[src/rtl/adsr_enveloped_oscillator_top_assert.svh]
// Assertion macros for the enveloped oscillator.
// Used by adsr_enveloped_oscillator_top; expects clock and reset in scope.
`ifndef ADSR_ENVELOPED_OSCILLATOR_TOP_ASSERT_SVH
`define ADSR_ENVELOPED_OSCILLATOR_TOP_ASSERT_SVH

// The condition must never hold outside reset.
`define ADSR_ASSERT_NEVER(lbl, cond, msg) \
   lbl: assert property (@(posedge clock) disable iff (reset) !(cond)) else $error(msg);

// The antecedent implies the consequent in the same cycle.
`define ADSR_ASSERT_IMPLY(lbl, ante, cons, msg) \
   lbl: assert property (@(posedge clock) disable iff (reset) (ante) |-> (cons)) \
      else $error(msg);

`endif

[src/rtl/adsr_pkg.sv]
// Package for the enveloped oscillator: widths, codes and the sine table.
// No dependencies.
package adsr_pkg;

   localparam int SAMPLE_BITS     = 16;
   localparam int SINE_TABLE_BITS = 8;
   localparam int TAB_LEN         = 1 << SINE_TABLE_BITS;
   localparam int FRAC            = 23;
   localparam int LEN_W           = 24;
   localparam int LEVEL_W         = 16;
   localparam int ENV_W           = 40;
   localparam int DVD_W           = LEVEL_W + FRAC;
   localparam logic [ENV_W-1:0] ENV_MAX = ENV_W'(64'd65535 << FRAC);

   localparam int FULL_W  = SAMPLE_BITS - 1;
   localparam int MUL_A_W = 33;
   localparam int MUL_B_W = (FULL_W > 16) ? FULL_W : 16;
   localparam int PROD_W  = MUL_A_W + MUL_B_W;
   localparam int MAG_W   = PROD_W - 32;
   localparam longint unsigned FULL_VAL = (64'd1 << (SAMPLE_BITS - 1)) - 64'd1;
   localparam longint unsigned LIM_VAL  = (FULL_VAL > 64'd32767) ? 64'd32767 : FULL_VAL;

   // Register indexes.
   localparam logic [3:0] REG_ATTACK  = 4'd0;
   localparam logic [3:0] REG_DECAY   = 4'd1;
   localparam logic [3:0] REG_HOLD    = 4'd2;
   localparam logic [3:0] REG_RELEASE = 4'd3;
   localparam logic [3:0] REG_PEAK    = 4'd4;
   localparam logic [3:0] REG_SUSTAIN = 4'd5;
   localparam logic [3:0] REG_STEP    = 4'd6;
   localparam logic [3:0] REG_SHAPE   = 4'd7;

   // Wave codes.
   localparam logic [1:0] WAVE_SINE     = 2'd0;
   localparam logic [1:0] WAVE_TRIANGLE = 2'd1;
   localparam logic [1:0] WAVE_SAW      = 2'd2;
   localparam logic [1:0] WAVE_PULSE    = 2'd3;

   // Envelope stages.
   localparam logic [2:0] STG_IDLE    = 3'd0;
   localparam logic [2:0] STG_ATTACK  = 3'd1;
   localparam logic [2:0] STG_DECAY   = 3'd2;
   localparam logic [2:0] STG_SUSTAIN = 3'd3;
   localparam logic [2:0] STG_RELEASE = 3'd4;

   typedef logic [15:0] sine_tab_type [TAB_LEN];

   // Quarter-wave sine built from a fixed-point Taylor series at elaboration.
   function automatic sine_tab_type build_sine();
      sine_tab_type tab;
      longint unsigned one;
      longint unsigned half_pi;
      longint unsigned x;
      longint unsigned x2;
      longint unsigned t;
      longint unsigned p;
      one     = 64'd1 << 30;
      half_pi = 64'd1686629713;
      for (int j = 0; j < TAB_LEN; j++) begin
         x  = ((2 * longint'(j) + 1) * half_pi) >> (SINE_TABLE_BITS + 1);
         x2 = (x * x) >> 30;
         t  = one;
         for (int k = 0; k < 5; k++) begin
            p = (x2 * t) >> 30;
            case (k)
               0:       t = one - p / 110;
               1:       t = one - p / 72;
               2:       t = one - p / 42;
               3:       t = one - p / 20;
               default: t = one - p / 6;
            endcase
         end
         t = (x * t) >> 30;
         tab[j] = 16'((t * 32767 + (one >> 1)) >> 30);
      end
      return tab;
   endfunction

   localparam sine_tab_type SINE_TAB = build_sine();

   // First stage with a non-empty phase at or after from; idle if none.
   function automatic logic [2:0] first_stage(input logic [2:0] from,
                                              input logic [LEN_W-1:0] l1,
                                              input logic [LEN_W-1:0] l2,
                                              input logic [LEN_W-1:0] l3,
                                              input logic [LEN_W-1:0] l4);
      logic [2:0] res;
      res = STG_IDLE;
      if (from <= STG_RELEASE && l4 != '0) res = STG_RELEASE;
      if (from <= STG_SUSTAIN && l3 != '0) res = STG_SUSTAIN;
      if (from <= STG_DECAY && l2 != '0)   res = STG_DECAY;
      if (from <= STG_ATTACK && l1 != '0)  res = STG_ATTACK;
      return res;
   endfunction

endpackage

[src/rtl/adsr_enveloped_oscillator_top.sv]
// Enveloped oscillator: one signed sample per accepted item while the note has a live stage;
// an item that starts a note runs three 39-step ramp divisions before its sample.
// One item is in flight at a time; the input stalls until the sample has been taken.
// A shared 33x16 multiplier is used twice per sample; a restoring divider makes the ramps.
// Reset (synchronous, active high) restores the register defaults and idles the note.
module adsr_enveloped_oscillator_top import adsr_pkg::*; (
   input  logic                     clock,
   input  logic                     reset,
   input  logic                     req_valid,
   output logic                     req_stall,
   input  logic                     req_start_note,
   output logic                     rsp_valid,
   input  logic                     rsp_stall,
   output logic signed [15:0]       rsp_sample_out,
   output logic                     rsp_last_sample,
   input  logic                     csr_wr_en,
   input  logic [3:0]               csr_index,
   input  logic [31:0]              csr_wdata
);

`include "adsr_enveloped_oscillator_top_assert.svh"

   // Sequencer states.
   localparam logic [2:0] ST_IDLE = 3'd0;
   localparam logic [2:0] ST_DIV  = 3'd1;
   localparam logic [2:0] ST_WAVE = 3'd2;
   localparam logic [2:0] ST_MUL1 = 3'd3;
   localparam logic [2:0] ST_MUL2 = 3'd4;
   localparam logic [2:0] ST_OUT  = 3'd5;

   localparam logic [5:0] DIV_STEPS = 6'(DVD_W);

   // Configuration registers.
   logic [LEN_W-1:0]   attack_len_ff, decay_len_ff, hold_len_ff, release_len_ff;
   logic [LEVEL_W-1:0] peak_ff, sustain_ff;
   logic [31:0]        step_ff;
   logic [17:0]        shape_ff;

   // Note state.
   logic [2:0]        st_ff, st_in;
   logic [2:0]        stage_ff, stage_in;
   logic [31:0]       phase_ff, phase_in;
   logic [LEN_W-1:0]  count_ff, count_in;
   logic [ENV_W-1:0]  env_ff, env_in;
   logic [ENV_W-1:0]  ramp0_ff, ramp0_in, ramp1_ff, ramp1_in, ramp2_ff, ramp2_in;
   logic              decay_neg_ff, decay_neg_in;

   // Divider.
   logic [1:0]        sel_ff, sel_in;
   logic [5:0]        cnt_ff, cnt_in;
   logic [DVD_W-1:0]  quot_ff, quot_in;
   logic [LEN_W:0]    rem_ff, rem_in;

   // Sample path.
   logic [15:0]       aw_ff, aw_in;
   logic              wneg_ff, wneg_in;
   logic [PROD_W-1:0] prod_ff, prod_in;

   // Result register.
   logic              rsp_valid_ff, rsp_valid_in;
   logic [15:0]       sample_ff, sample_in;
   logic              last_ff, last_in;

   logic              accept;
   logic [1:0]        load_sel;
   logic [DVD_W-1:0]  load_dvd;
   logic [LEN_W-1:0]  load_dvs;
   logic [LEN_W-1:0]  cur_dvs;
   logic [LEN_W:0]    trial;
   logic [LEN_W:0]    rem_step;
   logic [DVD_W-1:0]  quot_step;
   logic [ENV_W-1:0]  div_res;
   logic [LEVEL_W:0]  lvl_diff;
   logic [LEVEL_W-1:0] lvl_abs;
   logic signed [17:0] wave;
   logic [15:0]       uph;
   logic [15:0]       tab_val;
   logic [SINE_TABLE_BITS-1:0] tab_idx;
   logic [MUL_A_W-1:0] mul_a;
   logic [MUL_B_W-1:0] mul_b;
   logic [PROD_W-1:0] rounded;
   logic [MAG_W-1:0]  mag;
   logic [15:0]       sat;
   logic signed [ENV_W+1:0] env_next;
   logic [LEN_W-1:0]  count_next;
   logic [LEN_W-1:0]  cur_len;
   logic [2:0]        enter_stage;
   logic [2:0]        start_stage;

   assign accept    = req_valid && !req_stall;
   assign req_stall = (st_ff != ST_IDLE) || rsp_valid_ff;

   assign rsp_valid       = rsp_valid_ff;
   assign rsp_sample_out  = sample_ff;
   assign rsp_last_sample = last_ff;

   // Configuration writes; unknown indexes are ignored.
   always_ff @(posedge clock) begin
      if (reset) begin
         attack_len_ff  <= '0;
         decay_len_ff   <= '0;
         hold_len_ff    <= '0;
         release_len_ff <= '0;
         peak_ff        <= 16'd65535;
         sustain_ff     <= 16'd32768;
         step_ff        <= '0;
         shape_ff       <= 18'd131072;
      end else if (csr_wr_en) begin
         case (csr_index)
            REG_ATTACK:  attack_len_ff  <= csr_wdata[LEN_W-1:0];
            REG_DECAY:   decay_len_ff   <= csr_wdata[LEN_W-1:0];
            REG_HOLD:    hold_len_ff    <= csr_wdata[LEN_W-1:0];
            REG_RELEASE: release_len_ff <= csr_wdata[LEN_W-1:0];
            REG_PEAK:    peak_ff        <= csr_wdata[LEVEL_W-1:0];
            REG_SUSTAIN: sustain_ff     <= csr_wdata[LEVEL_W-1:0];
            REG_STEP:    step_ff        <= csr_wdata;
            REG_SHAPE:   shape_ff       <= csr_wdata[17:0];
            default: ;
         endcase
      end
   end

   // Ramp division operands: attack uses the peak, decay the level gap,
   // release the sustain level.
   assign lvl_diff = {1'b0, peak_ff} - {1'b0, sustain_ff};
   assign lvl_abs  = lvl_diff[LEVEL_W] ? LEVEL_W'(-lvl_diff) : lvl_diff[LEVEL_W-1:0];
   assign load_sel = (st_ff == ST_IDLE) ? 2'd0 : sel_ff + 2'd1;

   always_comb begin
      case (load_sel)
         2'd0:    begin load_dvd = {peak_ff, FRAC'(0)};    load_dvs = attack_len_ff;  end
         2'd1:    begin load_dvd = {lvl_abs, FRAC'(0)};    load_dvs = decay_len_ff;   end
         default: begin load_dvd = {sustain_ff, FRAC'(0)}; load_dvs = release_len_ff; end
      endcase
      case (sel_ff)
         2'd0:    cur_dvs = attack_len_ff;
         2'd1:    cur_dvs = decay_len_ff;
         default: cur_dvs = release_len_ff;
      endcase
   end

   // One restoring division step per cycle.
   assign trial     = {rem_ff[LEN_W-1:0], quot_ff[DVD_W-1]} - {1'b0, cur_dvs};
   assign rem_step  = trial[LEN_W] ? {rem_ff[LEN_W-1:0], quot_ff[DVD_W-1]} : trial;
   assign quot_step = {quot_ff[DVD_W-2:0], ~trial[LEN_W]};
   assign div_res   = (cur_dvs == '0) ? '0 : ENV_W'(quot_step);

   // Wave value, unit 32768.
   assign uph     = phase_ff[31:16];
   assign tab_idx = phase_ff[29 -: SINE_TABLE_BITS];
   assign tab_val = SINE_TAB[phase_ff[30] ? SINE_TABLE_BITS'(TAB_LEN - 1) - tab_idx : tab_idx];

   always_comb begin
      case (shape_ff[1:0])
         WAVE_SINE: begin
            wave = phase_ff[31] ? -$signed({2'b00, tab_val}) : $signed({2'b00, tab_val});
         end
         WAVE_TRIANGLE: begin
            wave = uph[15] ? $signed({2'b00, uph[14:0], 1'b0}) - 18'sd32768
                           : 18'sd32768 - $signed({2'b00, uph[14:0], 1'b0});
         end
         WAVE_SAW: wave = $signed({2'b00, uph}) - 18'sd32768;
         default:  wave = (uph < shape_ff[17:2]) ? 18'sd32768 : -18'sd32768;
      endcase
   end

   // Shared multiplier: envelope times wave, then times full scale.
   assign mul_a   = (st_ff == ST_MUL1) ? MUL_A_W'(env_ff[38:7]) : prod_ff[15 +: MUL_A_W];
   assign mul_b   = (st_ff == ST_MUL1) ? MUL_B_W'(aw_ff) : MUL_B_W'(FULL_VAL);
   assign rounded = prod_ff + (PROD_W'(1) << 31);
   assign mag     = rounded[PROD_W-1:32];
   assign sat     = (mag > MAG_W'(LIM_VAL)) ? 16'(LIM_VAL) : mag[15:0];

   // Envelope and phase advance after each sample.
   always_comb begin
      case (stage_ff)
         STG_ATTACK:  cur_len = attack_len_ff;
         STG_DECAY:   cur_len = decay_len_ff;
         STG_SUSTAIN: cur_len = hold_len_ff;
         STG_RELEASE: cur_len = release_len_ff;
         default:     cur_len = '0;
      endcase
      case (stage_ff)
         STG_ATTACK:  env_next = $signed({2'b00, env_ff}) + $signed({2'b00, ramp0_ff});
         STG_DECAY:   env_next = decay_neg_ff ? $signed({2'b00, env_ff}) - $signed({2'b00, ramp1_ff})
                                              : $signed({2'b00, env_ff}) + $signed({2'b00, ramp1_ff});
         STG_RELEASE: env_next = $signed({2'b00, env_ff}) - $signed({2'b00, ramp2_ff});
         default:     env_next = $signed({2'b00, env_ff});
      endcase
   end

   assign count_next  = count_ff + LEN_W'(1);
   assign enter_stage = first_stage(stage_ff + 3'd1, attack_len_ff, decay_len_ff,
                                    hold_len_ff, release_len_ff);
   assign start_stage = first_stage(STG_ATTACK, attack_len_ff, decay_len_ff,
                                    hold_len_ff, release_len_ff);

   always_comb begin
      st_in        = st_ff;
      stage_in     = stage_ff;
      phase_in     = phase_ff;
      count_in     = count_ff;
      env_in       = env_ff;
      ramp0_in     = ramp0_ff;
      ramp1_in     = ramp1_ff;
      ramp2_in     = ramp2_ff;
      decay_neg_in = decay_neg_ff;
      sel_in       = sel_ff;
      cnt_in       = cnt_ff;
      quot_in      = quot_ff;
      rem_in       = rem_ff;
      aw_in        = aw_ff;
      wneg_in      = wneg_ff;
      prod_in      = prod_ff;
      sample_in    = sample_ff;
      last_in      = last_ff;
      rsp_valid_in = rsp_valid_ff && rsp_stall;

      case (st_ff)
         ST_IDLE: begin
            if (accept) begin
               if (req_start_note) begin
                  // A new note: work out the three ramp steps first.
                  decay_neg_in = !lvl_diff[LEVEL_W] && (lvl_diff != '0);
                  phase_in     = '0;
                  sel_in       = 2'd0;
                  cnt_in       = DIV_STEPS;
                  quot_in      = load_dvd;
                  rem_in       = '0;
                  st_in        = ST_DIV;
               end else if (stage_ff != STG_IDLE) begin
                  st_in = ST_WAVE;
               end
            end
         end
         ST_DIV: begin
            quot_in = quot_step;
            rem_in  = rem_step;
            cnt_in  = cnt_ff - 6'd1;
            if (cnt_ff == 6'd1) begin
               case (sel_ff)
                  2'd0:    ramp0_in = div_res;
                  2'd1:    ramp1_in = div_res;
                  default: ramp2_in = div_res;
               endcase
               if (sel_ff == 2'd2) begin
                  stage_in = start_stage;
                  count_in = '0;
                  case (start_stage)
                     STG_ATTACK: env_in = '0;
                     STG_DECAY:  env_in = ENV_W'({peak_ff, FRAC'(0)});
                     default:    env_in = ENV_W'({sustain_ff, FRAC'(0)});
                  endcase
                  st_in = (start_stage != STG_IDLE) ? ST_WAVE : ST_IDLE;
               end else begin
                  sel_in  = load_sel;
                  cnt_in  = DIV_STEPS;
                  quot_in = load_dvd;
                  rem_in  = '0;
               end
            end
         end
         ST_WAVE: begin
            wneg_in = wave[17];
            aw_in   = wave[17] ? 16'(-wave) : wave[15:0];
            st_in   = ST_MUL1;
         end
         ST_MUL1: begin
            prod_in = PROD_W'(mul_a * mul_b);
            st_in   = ST_MUL2;
         end
         ST_MUL2: begin
            prod_in = PROD_W'(mul_a * mul_b);
            st_in   = ST_OUT;
         end
         ST_OUT: begin
            sample_in = wneg_ff ? -sat : sat;
            phase_in  = phase_ff + step_ff;
            if (env_next < 0) begin
               env_in = '0;
            end else if (env_next > $signed({2'b00, ENV_MAX})) begin
               env_in = ENV_MAX;
            end else begin
               env_in = env_next[ENV_W-1:0];
            end
            count_in = count_next;
            stage_in = stage_ff;
            if (count_next >= cur_len || count_next == '0) begin
               stage_in = enter_stage;
               count_in = '0;
               case (enter_stage)
                  STG_DECAY:   env_in = ENV_W'({peak_ff, FRAC'(0)});
                  STG_SUSTAIN: env_in = ENV_W'({sustain_ff, FRAC'(0)});
                  STG_RELEASE: env_in = ENV_W'({sustain_ff, FRAC'(0)});
                  default: ;
               endcase
               last_in = (enter_stage == STG_IDLE);
            end else begin
               last_in = 1'b0;
            end
            rsp_valid_in = 1'b1;
            st_in        = ST_IDLE;
         end
         default: st_in = ST_IDLE;
      endcase
   end

   always_ff @(posedge clock) begin
      if (reset) begin
         st_ff        <= ST_IDLE;
         stage_ff     <= STG_IDLE;
         phase_ff     <= '0;
         count_ff     <= '0;
         env_ff       <= '0;
         ramp0_ff     <= '0;
         ramp1_ff     <= '0;
         ramp2_ff     <= '0;
         decay_neg_ff <= 1'b0;
         sel_ff       <= '0;
         cnt_ff       <= '0;
         rsp_valid_ff <= 1'b0;
      end else begin
         st_ff        <= st_in;
         stage_ff     <= stage_in;
         phase_ff     <= phase_in;
         count_ff     <= count_in;
         env_ff       <= env_in;
         ramp0_ff     <= ramp0_in;
         ramp1_ff     <= ramp1_in;
         ramp2_ff     <= ramp2_in;
         decay_neg_ff <= decay_neg_in;
         sel_ff       <= sel_in;
         cnt_ff       <= cnt_in;
         rsp_valid_ff <= rsp_valid_in;
      end
   end

   always_ff @(posedge clock) begin
      quot_ff   <= quot_in;
      rem_ff    <= rem_in;
      aw_ff     <= aw_in;
      wneg_ff   <= wneg_in;
      prod_ff   <= prod_in;
      sample_ff <= sample_in;
      last_ff   <= last_in;
   end

   // The envelope never leaves its clamped range.
   `ADSR_ASSERT_NEVER(env_in_range, env_ff > ENV_MAX, "envelope above maximum")
   // A new sample only appears right after the output step.
   `ADSR_ASSERT_IMPLY(rsp_from_out, $rose(rsp_valid_ff), $past(st_ff) == ST_OUT,
                      "sample raised outside output step")
   // A flagged final sample leaves the note idle until restarted.
   `ADSR_ASSERT_IMPLY(last_idles, rsp_valid_ff && last_ff && st_ff == ST_IDLE,
                      stage_ff == STG_IDLE, "note still running after last sample")

endmodule
[config.mk]
export PLATFORM = sky130hd
export DESIGN_NAME = adsr_enveloped_oscillator_top
export DESIGN_NICKNAME = d
export VERILOG_FILES = /design/src/rtl/adsr_pkg.sv /design/src/rtl/adsr_enveloped_oscillator_top.sv
export VERILOG_INCLUDE_DIRS = /design/src /design/src/rtl
export SDC_FILE = /design/constraint.sdc
export NUM_CORES = 2
export LEC_CHECK = 0
export BUFFER_PORTS_ARGS = -buffer_cell sky130_fd_sc_hd__buf_2
export CORE_MARGIN = 2
export CORE_UTILIZATION = 41
export DETAILED_ROUTE_END_ITERATION = 8
export GPL_TIMING_DRIVEN = 0
export SYNTH_ARGS = -nofsm -noshare
export SYNTH_HDL_FRONTEND = slang
export SYNTH_SLANG_ARGS = --single-unit
[constraint.sdc]
create_clock -name clock -period 17.29 [get_ports clock]
set_input_delay 1.729 -clock clock [delete_from_list [all_inputs] [get_ports clock]]
set_output_delay 1.729 -clock clock [all_outputs]
set_load 0.005 [all_outputs]
==> flow_metrics.tcl <==
set metrics [dict create \
    status "finished with violations" \
    violations "max-capacitance violations, max-slew violations" \
    fp.dieH_um 395 \
    netlist_area_um2 62700 \
    postSynthAreaPerCell_um2 7.66 \
    drt_iter0_drc 8099 \
    final-setup-viol-count 0 \
    h-tree-depth 3 \
    numClockSinks 538 \
    antenna_found_initial 13 \
    gp_congestion 1.06 \
    wire_per_inst_um 30.8 \
    path_common_cell "fa_1" \
    fin_nets 9213 \
    die-area_um2 156000 \
    synth-seq-cells 538 \
    synth_seq_area_share 0.193 \
    critPathBufInv 7 \
    finalHoldViolCount 0 \
    min_path_type "flip-flop to flip-flop" \
    grt_overflow 0 \
    worstSkewPairLatency_ns 0.71 \
    grt_first_pass_wirelength_um 453000 \
    via_per_inst 6.31 \
    max_stage_delay_ns 1.15 \
    worstSetupPathType "flip-flop to flip-flop" \
    synth_top_cell_by_area "fa_1" \
    cts_root_buffer "clkbuf_16" \
    synth_top_area_share 0.140 \
    grt_pass1_vias 62500 \
    grt.total_usage 0.398 \
    area_growth_pct 8.47 \
    dr.pass1.iters 6 \
    final_cells 10400 \
    path_clk_slew_ns 0.06 \
    rsz0062_at_grt "false" \
    yosysMostFrequentCell "nand2_1" \
    dp_hpwl_um 251000 \
    synth_edf_count 131 \
    hold_buffers 0 \
    required_ns 17.73 \
    via_count 65600 \
    initial_core_util 0.413 \
    drv_slew 13 \
    cts_tree "yes" \
    cp_max_fo 10 \
    rows 143 \
    numCtsBuffers 66 \
    cpMaxStageDelayCell "nor2_1" \
    core_area_um2 152000 \
    syn_nets 9094 \
    synth_common_cells "nand2_1, nor2_1, a21oi_1" \
    min_period_over_period 0.678 \
    ios 61 \
    relSlewSlack -0.0656 \
    ant_nets 0 \
    ys_warn_count 0 \
    clockBufferDepth 3 \
    fmax_mhz 85.3 \
    endpoint_kind "flip-flop" \
    cp.arrival_ns 12.16 \
    crit_family "adder cells" \
    start_kind "flip-flop" \
    fill_cells 15500 \
    postSynth.asyncResetShare 0 \
    die_w_um 395 \
    worstMarginPinSlew_ns 1.60 \
    synth_cell_type_count 109 \
    netlist_instances 8181 \
    setup_tns_ns 0 \
    postCtsResizedCells 0 \
    finalWirelength_um 320000 \
    grt_max_degree 47 \
    max_cap_violations 3 \
    drc 0 \
    drive_above_1_share 0.0491 \
    postCtsSetupBuffers 0 \
    placedCellCount 10300 \
    synthTopCellsByArea "fa_1, dfxtp_1, ha_1" \
    io_buffers 43 \
    synthFlopType "dfxtp_1" \
    skew_ns 0.0556 \
    min_period_ns 11.72 \
]
state kept, by name, summed over array words and instances (netlist names), 18 cells and up:
register	count
rem_ff	24
quot_ff	39
release_len_ff	24
step_ff	32
ramp2_ff	39
decay_len_ff	24
shape_ff	18
count_ff	24
ramp1_ff	39
ramp0_ff	39
phase_ff	32
attack_len_ff	24
env_ff	40
hold_len_ff	24
prod_ff	34
cells by family (layout without fill, tap and decap cells):
family / count (synthesis) / count (layout) / synth area share
adder cells (fa/ha/maj): 872 / 872 / 0.226
buffers and inverters: 1223 / 1393 / 0.0781
XOR/XNOR: 272 / 272 / 0.0382
AND/OR/NAND/NOR: 3001 / 3001 / 0.216
flip-flops: 538 / 538 / 0.193
multiplexers: 127 / 127 / 0.0234
AO/OA/AOI/OAI: 2147 / 2147 / 0.225
other: 1 / 16 / 0.0000598
worst register-to-register path: cells and delay by family, from the launching register on:
kind | cells | cell delay, ns
buffers and inverters | 7 | 1.63
AND/OR/NAND/NOR | 7 | 3.27
AO/OA/AOI/OAI | 8 | 2.92
adder cells (fa/ha/maj) | 7 | 3.24
XOR/XNOR | 1 | 0.08
flip-flops | 1 | 0.30
path summary, 6_finish.rpt:
| kind | from | endpoint | slack (ns) | cells after the start |
|---|---|---|---|---|
| setup / recovery | st_ff[0]$_SDFFE_PP0P_ | prod_ff[48]$_DFFE_PP_ | 5.57 | 30 |
| hold / removal | shape_ff[13]$_SDFFE_PP0P_ | shape_ff[13]$_SDFFE_PP0P_ | 0.46 | 2 |
| setup reg to reg | st_ff[0]$_SDFFE_PP0P_ | prod_ff[48]$_DFFE_PP_ | 5.57 | 30 |
| hold reg to reg | shape_ff[13]$_SDFFE_PP0P_ | shape_ff[13]$_SDFFE_PP0P_ | 0.46 | 2 |
routing by layer:
layer,global-route usage,part of all wire,vias to the layer above
li1,-,-,28700
met1,0.540,0.42,32300
met2,0.590,0.42,3790
met3,0.0977,0.10,787
met4,0.193,0.059,8
met5,0,0.00018,-
stage by stage:
step	setup slack [ns]	area [µm²]	util	hold slack, ns
final	5.57	68000	0.448	0.461
after global routing	5.19	68000	0.447	0.477
after CTS	5.71	68000	0.447	0.461
after detailed placement	5.80	65600	0.432	0.450
after global placement	5.88	65400	0.431	0.445
after floorplan	9.34	62700	-	0.436
placed cells by master, fill, tap and decap left out, types with 62 or more instances in the layout:
cell       synthesis  final
a22o_1            64     64
a31oi_1           68     68
nand2b_1          82     82
fa_1             438    438
a221oi_1          96     96
buf_2             69    114
nand2_1         1143   1141
a211oi_1          91     91
o211ai_1          63     63
mux2i_1          105    105
nor3_1           150    149
o22ai_1           71     70
inv_1            670    670
xor2_1            91     91
nor4_1            62     62
nor2_1           915    915
nand3_1          133    133
nor2b_1          113    113
clkbuf_16          0     71
clkbuf_1         379    390
dfxtp_1          407    407
a22oi_1           85     84
and3_1            68     68
edfxtp_1         131    131
o21ai_0          331    331
xnor2_1          179    179
ha_1             433    433
a21o_1           107    107
a21oi_1          696    695
cell type report:
cell class                      instances  area, µm²  share of cell area
Buffer                                546       2360              0.0347
Inverter                              677       2540              0.0374
Tap cell                             2030       2540              0.0373
Multi-Input combinational cell       6420      45800               0.673
Timing Repair Buffer                   51        348             0.00511
Clock buffer                           90       1920              0.0282
Sequential cell                       538      12100               0.178
Antenna cell                           15       37.5            0.000552
Clock inverter                         29        408             0.00600
Power is left out: the tool's default activity adds up to more than one toggle a clock period on the data nets, which glitch-free logic cannot reach.
